File: src/sv/cbcr_pkg.sv
// Shared constants, types and register codes of the cell balance and charge rate unit.
`default_nettype none

package cbcr_pkg;

  localparam int MAX_BOARDS  = 12;
  localparam int MAX_CELLS   = 12;
  localparam int BOARD_IDX_W = (MAX_BOARDS > 1) ? $clog2(MAX_BOARDS) : 1;
  localparam int CELL_IDX_W  = (MAX_CELLS > 1) ? $clog2(MAX_CELLS) : 1;
  // Read counter of the emit pass reaches the board count itself.
  localparam int RD_CNT_W    = BOARD_IDX_W + 1;

  localparam int VOLT_W      = 16;
  localparam int LIMIT_W     = VOLT_W + 1;
  localparam int MASK_BITS   = 12;
  localparam int BOARD_NUM_W = 4;
  localparam int GEOM_W      = 4;
  localparam int RATE_W      = 2;
  localparam int CFG_IDX_W   = 3;
  localparam int CFG_DATA_W  = 16;

  localparam int QUEUE_DEPTH = 2;
  localparam int QPTR_W      = (QUEUE_DEPTH > 1) ? $clog2(QUEUE_DEPTH) : 1;
  localparam int QCNT_W      = $clog2(QUEUE_DEPTH + 1);

  localparam logic [VOLT_W-1:0] OVERVOLTAGE_RST = 16'd42500;
  localparam logic [VOLT_W-1:0] STOP_CHARGE_RST = 16'd42000;
  localparam logic [VOLT_W-1:0] SLOW_CHARGE_RST = 16'd41000;
  localparam logic [VOLT_W-1:0] MARGIN_RST      = 16'd100;
  localparam logic [GEOM_W-1:0] BOARD_COUNT_RST = 4'd12;
  localparam logic [GEOM_W-1:0] CELLS_RST       = 4'd12;

  typedef enum logic [CFG_IDX_W-1:0] {
    REG_OVERVOLTAGE     = 3'd0,
    REG_STOP_CHARGE     = 3'd1,
    REG_SLOW_CHARGE     = 3'd2,
    REG_BALANCE_MARGIN  = 3'd3,
    REG_BOARD_COUNT     = 3'd4,
    REG_CELLS_PER_BOARD = 3'd5
  } cfg_reg_e;

  typedef enum logic [RATE_W-1:0] {
    RATE_STOP   = 2'd0,
    RATE_SLOW   = 2'd1,
    RATE_NORMAL = 2'd2
  } charge_rate_e;

  typedef struct packed {
    logic [VOLT_W-1:0] overvoltage_limit;
    logic [VOLT_W-1:0] stop_charge_limit;
    logic [VOLT_W-1:0] slow_charge_limit;
    logic [VOLT_W-1:0] balance_margin;
    logic [GEOM_W-1:0] board_count;
    logic [GEOM_W-1:0] cells_per_board;
  } cfg_t;

  // One finished run waiting for its emit pass.
  typedef struct packed {
    charge_rate_e            rate;
    logic [VOLT_W-1:0]       lowest;
    logic [BOARD_IDX_W-1:0]  boards_last;
    logic [CELL_IDX_W-1:0]   cells_last;
  } run_desc_t;

  typedef struct packed {
    logic                    en;
    logic [BOARD_IDX_W-1:0]  row;
    logic [CELL_IDX_W-1:0]   lane;
    logic [VOLT_W-1:0]       data;
  } store_wr_t;

  typedef struct packed {
    logic empty;
    logic full;
  } queue_stat_t;

  typedef struct packed {
    logic [BOARD_NUM_W-1:0] board_number;
    logic [MASK_BITS-1:0]   discharge_mask;
    logic [RATE_W-1:0]      charge_rate;
    logic [VOLT_W-1:0]      lowest_voltage;
    logic                   last_board;
  } result_t;

endpackage

`default_nettype wire

File: src/sv/cbcr_if.sv
// Handshake interfaces for cell voltages, board results and register writes.
`default_nettype none

interface cbcr_cell_if import cbcr_pkg::*; ();
  logic              valid;
  logic              ready;
  logic [VOLT_W-1:0] cell_voltage;

  modport source (output valid, output cell_voltage, input ready);
  modport sink   (input valid, input cell_voltage, output ready);
endinterface

interface cbcr_result_if import cbcr_pkg::*; ();
  logic                   valid;
  logic                   ready;
  logic [BOARD_NUM_W-1:0] board_number;
  logic [MASK_BITS-1:0]   discharge_mask;
  logic [RATE_W-1:0]      charge_rate;
  logic [VOLT_W-1:0]      lowest_voltage;
  logic                   last_board;

  modport source (output valid, output board_number, output discharge_mask,
                  output charge_rate, output lowest_voltage, output last_board,
                  input ready);
  modport sink   (input valid, input board_number, input discharge_mask,
                  input charge_rate, input lowest_voltage, input last_board,
                  output ready);
endinterface

interface cbcr_cfg_if import cbcr_pkg::*; ();
  logic                  valid;
  logic                  ready;
  logic [CFG_IDX_W-1:0]  index;
  logic [CFG_DATA_W-1:0] data;

  modport source (output valid, output index, output data, input ready);
  modport sink   (input valid, input index, input data, output ready);
endinterface

`default_nettype wire

File: src/sv/cbcr_front.sv
// Load side: accepts cell voltages, writes them to the store and folds minimum and rate flags.
`default_nettype none

module cbcr_front import cbcr_pkg::*; (
  input  wire                    clk_i,
  input  wire                    rst_ni,
  cbcr_cell_if.sink              cell_i,
  input  cfg_t                   cfg_i,
  input  queue_stat_t            qstat_i,
  input  wire [RD_CNT_W-1:0]     rd_board_i,
  output store_wr_t              store_wr_o,
  output logic                   push_o,
  output run_desc_t              desc_o
);

  logic [BOARD_IDX_W-1:0] board_q, board_d;
  logic [CELL_IDX_W-1:0]  cell_q, cell_d;
  logic [VOLT_W-1:0]      min_q, min_d;
  logic                   stop_q, stop_d;
  logic                   slow_q, slow_d;

  logic [GEOM_W:0]        boards_ext, cells_ext;
  logic [BOARD_IDX_W-1:0] boards_last;
  logic [CELL_IDX_W-1:0]  cells_last;
  logic                   accept, run_end;
  logic [VOLT_W-1:0]      v, min_nx;
  logic                   stop_nx, slow_nx;
  charge_rate_e           rate_nx;

  assign boards_ext = {1'b0, cfg_i.board_count};
  assign cells_ext  = {1'b0, cfg_i.cells_per_board};

  // Zero acts as one, values above the store geometry saturate.
  always_comb begin
    priority if (boards_ext == '0) begin
      boards_last = '0;
    end else if (boards_ext > (GEOM_W+1)'(MAX_BOARDS)) begin
      boards_last = BOARD_IDX_W'(MAX_BOARDS - 1);
    end else begin
      boards_last = BOARD_IDX_W'(boards_ext - 1'b1);
    end
    priority if (cells_ext == '0) begin
      cells_last = '0;
    end else if (cells_ext > (GEOM_W+1)'(MAX_CELLS)) begin
      cells_last = CELL_IDX_W'(MAX_CELLS - 1);
    end else begin
      cells_last = CELL_IDX_W'(cells_ext - 1'b1);
    end
  end

  // A row may be reloaded only after the emit pass of the queued run has read it.
  assign cell_i.ready = qstat_i.empty ||
                        (!qstat_i.full && ({1'b0, board_q} < rd_board_i));
  assign accept = cell_i.valid && cell_i.ready;
  assign v      = cell_i.cell_voltage;

  assign min_nx  = (v < min_q) ? v : min_q;
  assign stop_nx = stop_q || (v > cfg_i.overvoltage_limit) || (v > cfg_i.stop_charge_limit);
  assign slow_nx = slow_q || (v > cfg_i.slow_charge_limit);
  assign run_end = (board_q == boards_last) && (cell_q == cells_last);

  assign store_wr_o.en   = accept;
  assign store_wr_o.row  = board_q;
  assign store_wr_o.lane = cell_q;
  assign store_wr_o.data = v;

  assign push_o             = accept && run_end;
  assign desc_o.rate        = rate_nx;
  assign desc_o.lowest      = min_nx;
  assign desc_o.boards_last = boards_last;
  assign desc_o.cells_last  = cells_last;
  always_comb begin
    priority if (stop_nx) begin
      rate_nx = RATE_STOP;
    end else if (slow_nx) begin
      rate_nx = RATE_SLOW;
    end else begin
      rate_nx = RATE_NORMAL;
    end
  end

  always_comb begin
    board_d = board_q;
    cell_d  = cell_q;
    min_d   = min_q;
    stop_d  = stop_q;
    slow_d  = slow_q;
    if (accept) begin
      if (run_end) begin
        board_d = '0;
        cell_d  = '0;
        min_d   = '1;
        stop_d  = 1'b0;
        slow_d  = 1'b0;
      end else begin
        min_d  = min_nx;
        stop_d = stop_nx;
        slow_d = slow_nx;
        if (cell_q == cells_last) begin
          cell_d  = '0;
          board_d = board_q + 1'b1;
        end else begin
          cell_d = cell_q + 1'b1;
        end
      end
    end
  end

  always_ff @(posedge clk_i or negedge rst_ni) begin
    if (!rst_ni) begin
      board_q <= '0;
      cell_q  <= '0;
      min_q   <= '1;
      stop_q  <= 1'b0;
      slow_q  <= 1'b0;
    end else begin
      board_q <= board_d;
      cell_q  <= cell_d;
      min_q   <= min_d;
      stop_q  <= stop_d;
      slow_q  <= slow_d;
    end
  end

endmodule

`default_nettype wire

File: src/sv/cbcr_queue.sv
// Short queue of finished runs between the load side and the emit side.
`default_nettype none

module cbcr_queue import cbcr_pkg::*; (
  input  wire         clk_i,
  input  wire         rst_ni,
  input  wire         push_i,
  input  run_desc_t   desc_i,
  input  wire         pop_i,
  output run_desc_t   head_o,
  output queue_stat_t stat_o
);

  run_desc_t          entries_q [QUEUE_DEPTH];
  logic [QPTR_W-1:0]  wr_ptr_q, rd_ptr_q;
  logic [QCNT_W-1:0]  count_q;

  function automatic logic [QPTR_W-1:0] ptr_next(input logic [QPTR_W-1:0] p);
    ptr_next = (p == QPTR_W'(QUEUE_DEPTH - 1)) ? '0 : p + 1'b1;
  endfunction

  assign head_o       = entries_q[rd_ptr_q];
  assign stat_o.empty = (count_q == '0);
  assign stat_o.full  = (count_q == QCNT_W'(QUEUE_DEPTH));

  always_ff @(posedge clk_i) begin
    if (push_i) begin
      entries_q[wr_ptr_q] <= desc_i;
    end
  end

  always_ff @(posedge clk_i or negedge rst_ni) begin
    if (!rst_ni) begin
      wr_ptr_q <= '0;
      rd_ptr_q <= '0;
      count_q  <= '0;
    end else begin
      if (push_i) begin
        wr_ptr_q <= ptr_next(wr_ptr_q);
      end
      if (pop_i) begin
        rd_ptr_q <= ptr_next(rd_ptr_q);
      end
      unique case ({push_i, pop_i})
        2'b10:   count_q <= count_q + 1'b1;
        2'b01:   count_q <= count_q - 1'b1;
        default: count_q <= count_q;
      endcase
    end
  end

endmodule

`default_nettype wire

File: src/sv/cbcr_back.sv
// Emit side: holds the voltage store and produces one discharge mask per board.
`default_nettype none

module cbcr_back import cbcr_pkg::*; (
  input  wire                   clk_i,
  input  wire                   rst_ni,
  input  wire [VOLT_W-1:0]      margin_i,
  input  store_wr_t             store_wr_i,
  input  wire                   head_valid_i,
  input  run_desc_t             head_i,
  output logic                  pop_o,
  output logic [RD_CNT_W-1:0]   rd_board_o,
  cbcr_result_if.source         result_o
);

  // One row per board, one lane per cell.
  logic [MAX_CELLS-1:0][VOLT_W-1:0] store_q [MAX_BOARDS];

  logic [RD_CNT_W-1:0]              rd_board_q, rd_board_d;
  logic [MAX_CELLS-1:0][VOLT_W-1:0] row_q;
  logic                             s1_vld_q, s1_vld_d;
  logic [BOARD_IDX_W-1:0]           s1_board_q;
  logic                             out_vld_q, out_vld_d;
  result_t                          out_q;

  logic                             out_load, issue, s1_last;
  logic [LIMIT_W-1:0]               limit;
  logic [MASK_BITS-1:0]             mask;

  assign out_load = s1_vld_q && (!out_vld_q || result_o.ready);
  assign issue    = head_valid_i && (rd_board_q <= {1'b0, head_i.boards_last}) &&
                    (!s1_vld_q || out_load);
  assign s1_last  = (s1_board_q == head_i.boards_last);
  assign pop_o    = out_load && s1_last;
  assign rd_board_o = rd_board_q;

  // The sum keeps its carry so a high minimum plus margin never wraps.
  assign limit = {1'b0, head_i.lowest} + {1'b0, margin_i};

  for (genvar c = 0; c < MASK_BITS; c++) begin : g_mask
    if (c < MAX_CELLS) begin : g_cell
      assign mask[c] = (CELL_IDX_W'(c) <= head_i.cells_last) &&
                       ({1'b0, row_q[c]} > limit);
    end else begin : g_none
      assign mask[c] = 1'b0;
    end
  end

  always_ff @(posedge clk_i) begin
    if (store_wr_i.en) begin
      store_q[store_wr_i.row][store_wr_i.lane] <= store_wr_i.data;
    end
    if (issue) begin
      row_q      <= store_q[rd_board_q[BOARD_IDX_W-1:0]];
      s1_board_q <= rd_board_q[BOARD_IDX_W-1:0];
    end
    if (out_load) begin
      out_q.board_number   <= BOARD_NUM_W'(s1_board_q);
      out_q.discharge_mask <= mask;
      out_q.charge_rate    <= head_i.rate;
      out_q.lowest_voltage <= head_i.lowest;
      out_q.last_board     <= s1_last;
    end
  end

  always_comb begin
    rd_board_d = rd_board_q;
    if (pop_o) begin
      rd_board_d = '0;
    end else if (issue) begin
      rd_board_d = rd_board_q + 1'b1;
    end
    s1_vld_d = s1_vld_q;
    if (issue) begin
      s1_vld_d = 1'b1;
    end else if (out_load) begin
      s1_vld_d = 1'b0;
    end
    out_vld_d = out_vld_q;
    if (out_load) begin
      out_vld_d = 1'b1;
    end else if (result_o.ready) begin
      out_vld_d = 1'b0;
    end
  end

  always_ff @(posedge clk_i or negedge rst_ni) begin
    if (!rst_ni) begin
      rd_board_q <= '0;
      s1_vld_q   <= 1'b0;
      out_vld_q  <= 1'b0;
    end else begin
      rd_board_q <= rd_board_d;
      s1_vld_q   <= s1_vld_d;
      out_vld_q  <= out_vld_d;
    end
  end

  assign result_o.valid          = out_vld_q;
  assign result_o.board_number   = out_q.board_number;
  assign result_o.discharge_mask = out_q.discharge_mask;
  assign result_o.charge_rate    = out_q.charge_rate;
  assign result_o.lowest_voltage = out_q.lowest_voltage;
  assign result_o.last_board     = out_q.last_board;

endmodule

`default_nettype wire

File: src/sv/cell_balance_charge_rate_unit.sv
// Top level of the cell balance and charge rate unit with its register file.
//
//   channel   direction  payload
//   cell_i    in         cell_voltage, one request per cell, board-major
//   result_o  out        board_number, discharge_mask, charge_rate,
//                        lowest_voltage, last_board, one per board
//   cfg_i     in         index, data; always ready
//
// Cells load one per cycle while cell_i is ready. After a run's last cell
// the run passes the run queue, row-read stage and output register; results
// then follow one per cycle unless stalled (single store read port, one row).
// The next run loads while results drain; a cell waits only while its board
// row has not yet been read for the queued run, or two runs are queued.
// Reset clears counters, flags and queue; the store is not cleared.
// A stalled result holds its output register and the emit pass behind it.
`default_nettype none

module cell_balance_charge_rate_unit import cbcr_pkg::*; (
  input  wire            clk_i,
  input  wire            rst_ni,
  cbcr_cell_if.sink      cell_i,
  cbcr_result_if.source  result_o,
  cbcr_cfg_if.sink       cfg_i
);

  cfg_t                cfg_q;
  store_wr_t           store_wr;
  logic                push, pop;
  run_desc_t           desc, head;
  queue_stat_t         qstat;
  logic [RD_CNT_W-1:0] rd_board;

  assign cfg_i.ready = 1'b1;

  always_ff @(posedge clk_i or negedge rst_ni) begin
    if (!rst_ni) begin
      cfg_q.overvoltage_limit <= OVERVOLTAGE_RST;
      cfg_q.stop_charge_limit <= STOP_CHARGE_RST;
      cfg_q.slow_charge_limit <= SLOW_CHARGE_RST;
      cfg_q.balance_margin    <= MARGIN_RST;
      cfg_q.board_count       <= BOARD_COUNT_RST;
      cfg_q.cells_per_board   <= CELLS_RST;
    end else if (cfg_i.valid) begin
      unique case (cfg_reg_e'(cfg_i.index))
        REG_OVERVOLTAGE:     cfg_q.overvoltage_limit <= cfg_i.data[VOLT_W-1:0];
        REG_STOP_CHARGE:     cfg_q.stop_charge_limit <= cfg_i.data[VOLT_W-1:0];
        REG_SLOW_CHARGE:     cfg_q.slow_charge_limit <= cfg_i.data[VOLT_W-1:0];
        REG_BALANCE_MARGIN:  cfg_q.balance_margin    <= cfg_i.data[VOLT_W-1:0];
        REG_BOARD_COUNT:     cfg_q.board_count       <= cfg_i.data[GEOM_W-1:0];
        REG_CELLS_PER_BOARD: cfg_q.cells_per_board   <= cfg_i.data[GEOM_W-1:0];
        default: ;
      endcase
    end
  end

  cbcr_front u_front (
    .clk_i      (clk_i),
    .rst_ni     (rst_ni),
    .cell_i     (cell_i),
    .cfg_i      (cfg_q),
    .qstat_i    (qstat),
    .rd_board_i (rd_board),
    .store_wr_o (store_wr),
    .push_o     (push),
    .desc_o     (desc)
  );

  cbcr_queue u_queue (
    .clk_i  (clk_i),
    .rst_ni (rst_ni),
    .push_i (push),
    .desc_i (desc),
    .pop_i  (pop),
    .head_o (head),
    .stat_o (qstat)
  );

  cbcr_back u_back (
    .clk_i        (clk_i),
    .rst_ni       (rst_ni),
    .margin_i     (cfg_q.balance_margin),
    .store_wr_i   (store_wr),
    .head_valid_i (!qstat.empty),
    .head_i       (head),
    .pop_o        (pop),
    .rd_board_o   (rd_board),
    .result_o     (result_o)
  );

endmodule

`default_nettype wire

File: src/flat_wrapper.sv
// flat-port wrapper written by rule: the top's interface ports become plain ports
module cell_balance_charge_rate_unit_flat import cbcr_pkg::*;
  (clk_i, rst_ni, cell_i_valid, cell_i_cell_voltage, cell_i_ready, result_o_valid, result_o_board_number, result_o_discharge_mask, result_o_charge_rate, result_o_lowest_voltage, result_o_last_board, result_o_ready, cfg_i_valid, cfg_i_index, cfg_i_data, cfg_i_ready);
  cbcr_cell_if cell_i_i ();
  cbcr_result_if result_o_i ();
  cbcr_cfg_if cfg_i_i ();
  input  wire clk_i;
  input  wire rst_ni;
  input wire logic [$bits(cell_i_i.valid)-1:0] cell_i_valid;
  input wire logic [$bits(cell_i_i.cell_voltage)-1:0] cell_i_cell_voltage;
  output wire logic [$bits(cell_i_i.ready)-1:0] cell_i_ready;
  output wire logic [$bits(result_o_i.valid)-1:0] result_o_valid;
  output wire logic [$bits(result_o_i.board_number)-1:0] result_o_board_number;
  output wire logic [$bits(result_o_i.discharge_mask)-1:0] result_o_discharge_mask;
  output wire logic [$bits(result_o_i.charge_rate)-1:0] result_o_charge_rate;
  output wire logic [$bits(result_o_i.lowest_voltage)-1:0] result_o_lowest_voltage;
  output wire logic [$bits(result_o_i.last_board)-1:0] result_o_last_board;
  input wire logic [$bits(result_o_i.ready)-1:0] result_o_ready;
  input wire logic [$bits(cfg_i_i.valid)-1:0] cfg_i_valid;
  input wire logic [$bits(cfg_i_i.index)-1:0] cfg_i_index;
  input wire logic [$bits(cfg_i_i.data)-1:0] cfg_i_data;
  output wire logic [$bits(cfg_i_i.ready)-1:0] cfg_i_ready;
  assign cell_i_i.valid = cell_i_valid;
  assign cell_i_i.cell_voltage = cell_i_cell_voltage;
  assign cell_i_ready = cell_i_i.ready;
  assign result_o_valid = result_o_i.valid;
  assign result_o_board_number = result_o_i.board_number;
  assign result_o_discharge_mask = result_o_i.discharge_mask;
  assign result_o_charge_rate = result_o_i.charge_rate;
  assign result_o_lowest_voltage = result_o_i.lowest_voltage;
  assign result_o_last_board = result_o_i.last_board;
  assign result_o_i.ready = result_o_ready;
  assign cfg_i_i.valid = cfg_i_valid;
  assign cfg_i_i.index = cfg_i_index;
  assign cfg_i_i.data = cfg_i_data;
  assign cfg_i_ready = cfg_i_i.ready;
  cell_balance_charge_rate_unit u_core (.clk_i(clk_i), .rst_ni(rst_ni), .cell_i(cell_i_i), .result_o(result_o_i), .cfg_i(cfg_i_i));
endmodule
File: config.mk
export PLATFORM = sky130hd
export DESIGN_NAME = cell_balance_charge_rate_unit_flat
export DESIGN_NICKNAME = d
export VERILOG_FILES = /design/src/sv/cbcr_pkg.sv /design/src/sv/cbcr_if.sv /design/src/sv/cbcr_front.sv /design/src/sv/cbcr_queue.sv /design/src/sv/cbcr_back.sv /design/src/sv/cell_balance_charge_rate_unit.sv /design/src/flat_wrapper.sv
export SDC_FILE = /design/constraint.sdc
export NUM_CORES = 2
export LEC_CHECK = 0
export BUFFER_PORTS_ARGS = -buffer_cell sky130_fd_sc_hd__buf_4
export CORE_MARGIN = 2
export CORE_UTILIZATION = 28
export DETAILED_ROUTE_END_ITERATION = 8
export GPL_TIMING_DRIVEN = 0
export PLACE_DENSITY = 0.47
export SLEW_MARGIN = 20
export SYNTH_ARGS = -nofsm -noshare
export SYNTH_HDL_FRONTEND = slang
export SYNTH_HIERARCHICAL = 1
export SYNTH_SLANG_ARGS = --single-unit
File: constraint.sdc
create_clock -name clk_i -period 15.42 [get_ports clk_i]
set_clock_uncertainty 0.1 [all_clocks]
set_input_delay 3.084 -clock clk_i [delete_from_list [all_inputs] [get_ports clk_i]]
set_output_delay 3.084 -clock clk_i [all_outputs]
set_load 0.01 [all_outputs]
==> results.ini <==
[run_status]
status = finished clean

[floorplanning]
dieWidth_um = 627
initial_core_util_pct = 28.2
die_h_um = 627
die_area_mm2 = 0.394
num_rows = 228
ios = 78
coreArea_mm2 = 0.386

[sta]
drv_slew = 0
finalSetupViolCount = 0
hold_viol = 0
relSlewSlack_pct = 18.7
whs_ns = 0.404
post-route-min-period_ns = 6.56
fin_setup_tns_ns = 0
fin_crit_sh_pct = 42.6
fmax_ghz = 0.152
tightest_slew_ns = 1.22
rsz0062_at_grt = no

[cts]
clockBufferDepth = 4
cts_tree = built
clk_pin_slew_ns = 0.06
cts_resized = 0
post-cts-setup-buffers = 0
numCtsBuffers = 298
root_buffer = clkbuf_16
cts.sinks = 2696
worstSkewPairLatency_ns = 0.89
htree_levels = 5
cts-hold-fix-buffers = 0

[drt]
post-route-drc-count = 0
drt_iter0_drc = 5240
viasPerCell = 4.85
routedWlPerCell_um = 27.2
routed_wirelength_um = 312000
dr.pass1.iters = 5
ant_nets = 0
num_vias = 55600

[placement]
io_buffers = 76
hpwl_um = 203000
place_congestion = 0.781
placed_cell_area_mm2 = 0.120

[power_and_ir_drop]
total_power_mw = 24.6
p_sw_mw = 8.24
p_seq_share_pct = 37.0
vdd_drop_max_uv = 178
power_density_mw_per_mm2 = 190
swShare_pct = 33.5
combPwrFrac_pct = 33.7
p_int_mw = 16.3
p_clk_share_pct = 29.4
p_leak_nw = 41.6

[synthesis]
synth_seq_cells = 2696
postSynthCellCount = 5507
syn_nets = 5820
syn-cell-area_mm2 = 0.109
yosysUniqueCellTypes = 91
synth.most_common_cell = edfxtp_1
async_flop_share_pct = 4.04
yosysTopAreaCell = edfxtp_1
ys_top_cells_by_area = edfxtp_1, mux4_2, ha_1
synth-edff-count = 2587
synthesis.area_per_instance_um2 = 19.8
ys.flop_type = edfxtp_1
ys_warn_count = 6
ys_seq_area_share_pct = 73.9
synth_common_cells = edfxtp_1, mux4_2, o21ai_0
yosys.area.top_type_share_pct = 71.4

[setup_path]
cp-end-kind = register
crit_fanout = 16
reg2reg_from = u_core/u_front/board_q[1]
crit_type = input pin to register
crit_arrival_ns = 6.97
cp-startpoint = cell_i_valid
worst_setup_path_start_kind = input pin
cp_data_required_time_ns = 15.82

[global_route]
grt_overflow = 0
grt_pass1_wl_um = 436000
grtUsageMet2_pct = 25.9
met3_usage_pct = 1.93
grt_max_degree = 97
antenna_found_initial = 17
grt_usage_pct = 15.6
top_usage_layer = met2
grt_use_met1_pct = 21.7
grt_pass1_vias = 57200

[final_layout]
final_area_mm2 = 0.130
synthToLayoutAreaGrowth_pct = 19.1
fin_nets = 6375
drive_above_1_share_pct = 27.1

[hold_path]
hold_start = u_core/u_queue/count_q[1]
hp-class = register to register

[run]
cap_violations = 0

==> registers in the layout, indices dropped and copies added (netlist names), 2 cells and up <==
signal / count
u_core/u_front/cell_q: 4
u_core/u_back/rd_board_o: 5
u_core/u_back/result_o.board_number: 4
u_core/u_back/result_o.charge_rate: 2
u_core/u_queue/count_q: 2
u_core/cfg_q: 72
u_core/u_back/row_q: 192
u_core/u_back/result_o.discharge_mask: 12
u_core/u_front/board_q: 4
u_core/u_queue/entries_q: 52
u_core/u_back/result_o.lowest_voltage: 16
u_core/u_back/s1_board_q: 4
u_core/u_front/min_q: 16
u_core/u_back/store_q: 2304
==> worst max-delay path: stages <==
cell and delay, ns:
buf_4 0.14, o221ai_1 0.15, clkbuf_1 0.26, inv_1 0.12, clkbuf_1 0.44, buf_4 0.21
nor3b_1 0.78, nand3_1 0.57, clkbuf_2 0.52, nor2_4 0.67
==> cells by family after synthesis <==
family                   share of synthesized area, %
multiplexers                                     14.9
AND/OR/NAND/NOR                                  2.91
flip-flops                                       73.9
other                                         0.00345
buffers and inverters                            1.55
adder cells (fa/ha/maj)                          3.19
AO/OA/AOI/OAI                                    3.27
XOR/XNOR                                        0.290
==> path summary, 6_finish.rpt <==
| kind | endpoint | slack, ns | cells after the start |
|---|---|---|---|
| max | u_core/u_back/store_q[0][53] | 8.86 | 10 |
| min | u_core/u_queue/count_q[1] | 0.40 | 1 |
| max reg2reg | u_core/u_back/store_q[0][53] | 9.62 | 12 |
| min reg2reg | u_core/u_queue/count_q[1] | 0.40 | 1 |
| max in group asynchronous | u_core/cfg_q[7] | 12.40 | 2 |
| min in group asynchronous | u_core/cfg_q[64] | 2.03 | 1 |
==> cells in the final DEF, fill, tap and decap left out, types with 36 or more instances in the layout <==
master / count
nor2_1: 46
a21oi_1: 77
nand2_1: 275
a21o_1: 37
mux4_2: 576
nor2_2: 103
nor2_4: 43
buf_4: 80
clkbuf_1: 162
a211oi_1: 43
clkinv_1: 56
dfrtp_1: 73
edfxtp_1: 2587
nand4_1: 44
buf_8: 54
clkbuf_16: 305
buf_2: 65
o21ai_0: 277
buf_1: 42
clkinv_2: 41
buf_6: 95
ha_1: 271
inv_1: 102
buf_16: 39
mux2i_1: 194
mux2_2: 70
dfstp_2: 36
==> layer usage <==
metal	routed length, um	vias to the layer above	part of all wire, %
li1	-	23600	-
met4	7410	0	2.4
met3	15500	408	5.0
met2	151000	1517	48
met5	0	-	0
met1	138000	30100	44
==> per-stage QoR <==
step	utilization (%)	std cells	setup WS, ns
after floorplan	-	5507	7.39
after global placement	30.0	10800	4.69
after detailed placement	31.0	10900	7.81
after CTS	33.6	11500	8.76
after global routing	33.6	11500	8.70
final	33.6	11500	8.86
==> power groups by stage <==
stage	clock, mW	sequential [mW]	combinational [mW]
after CTS	7.41	9.09	8.37
after detailed placement	0	9.24	8.34
after global placement	0	9.37	7.69
after floorplan	0	9.17	4.80
after global routing	7.67	9.13	8.89
final	7.22	9.09	8.28
==> area by class of cell <==
cell class | instances | area (um^2)
multi-input cells | 2438 | 27500
inverters | 104 | 398
clock buffers | 374 | 7940
repair buffers | 255 | 3520
plain buffers | 269 | 1470
diodes | 7 | 17.5
well taps | 5175 | 6470
flip-flops and latches | 2696 | 80500
fillers | 36600 | 257000
clock inverters | 160 | 1910
Power figures use the tool's default switching activity.
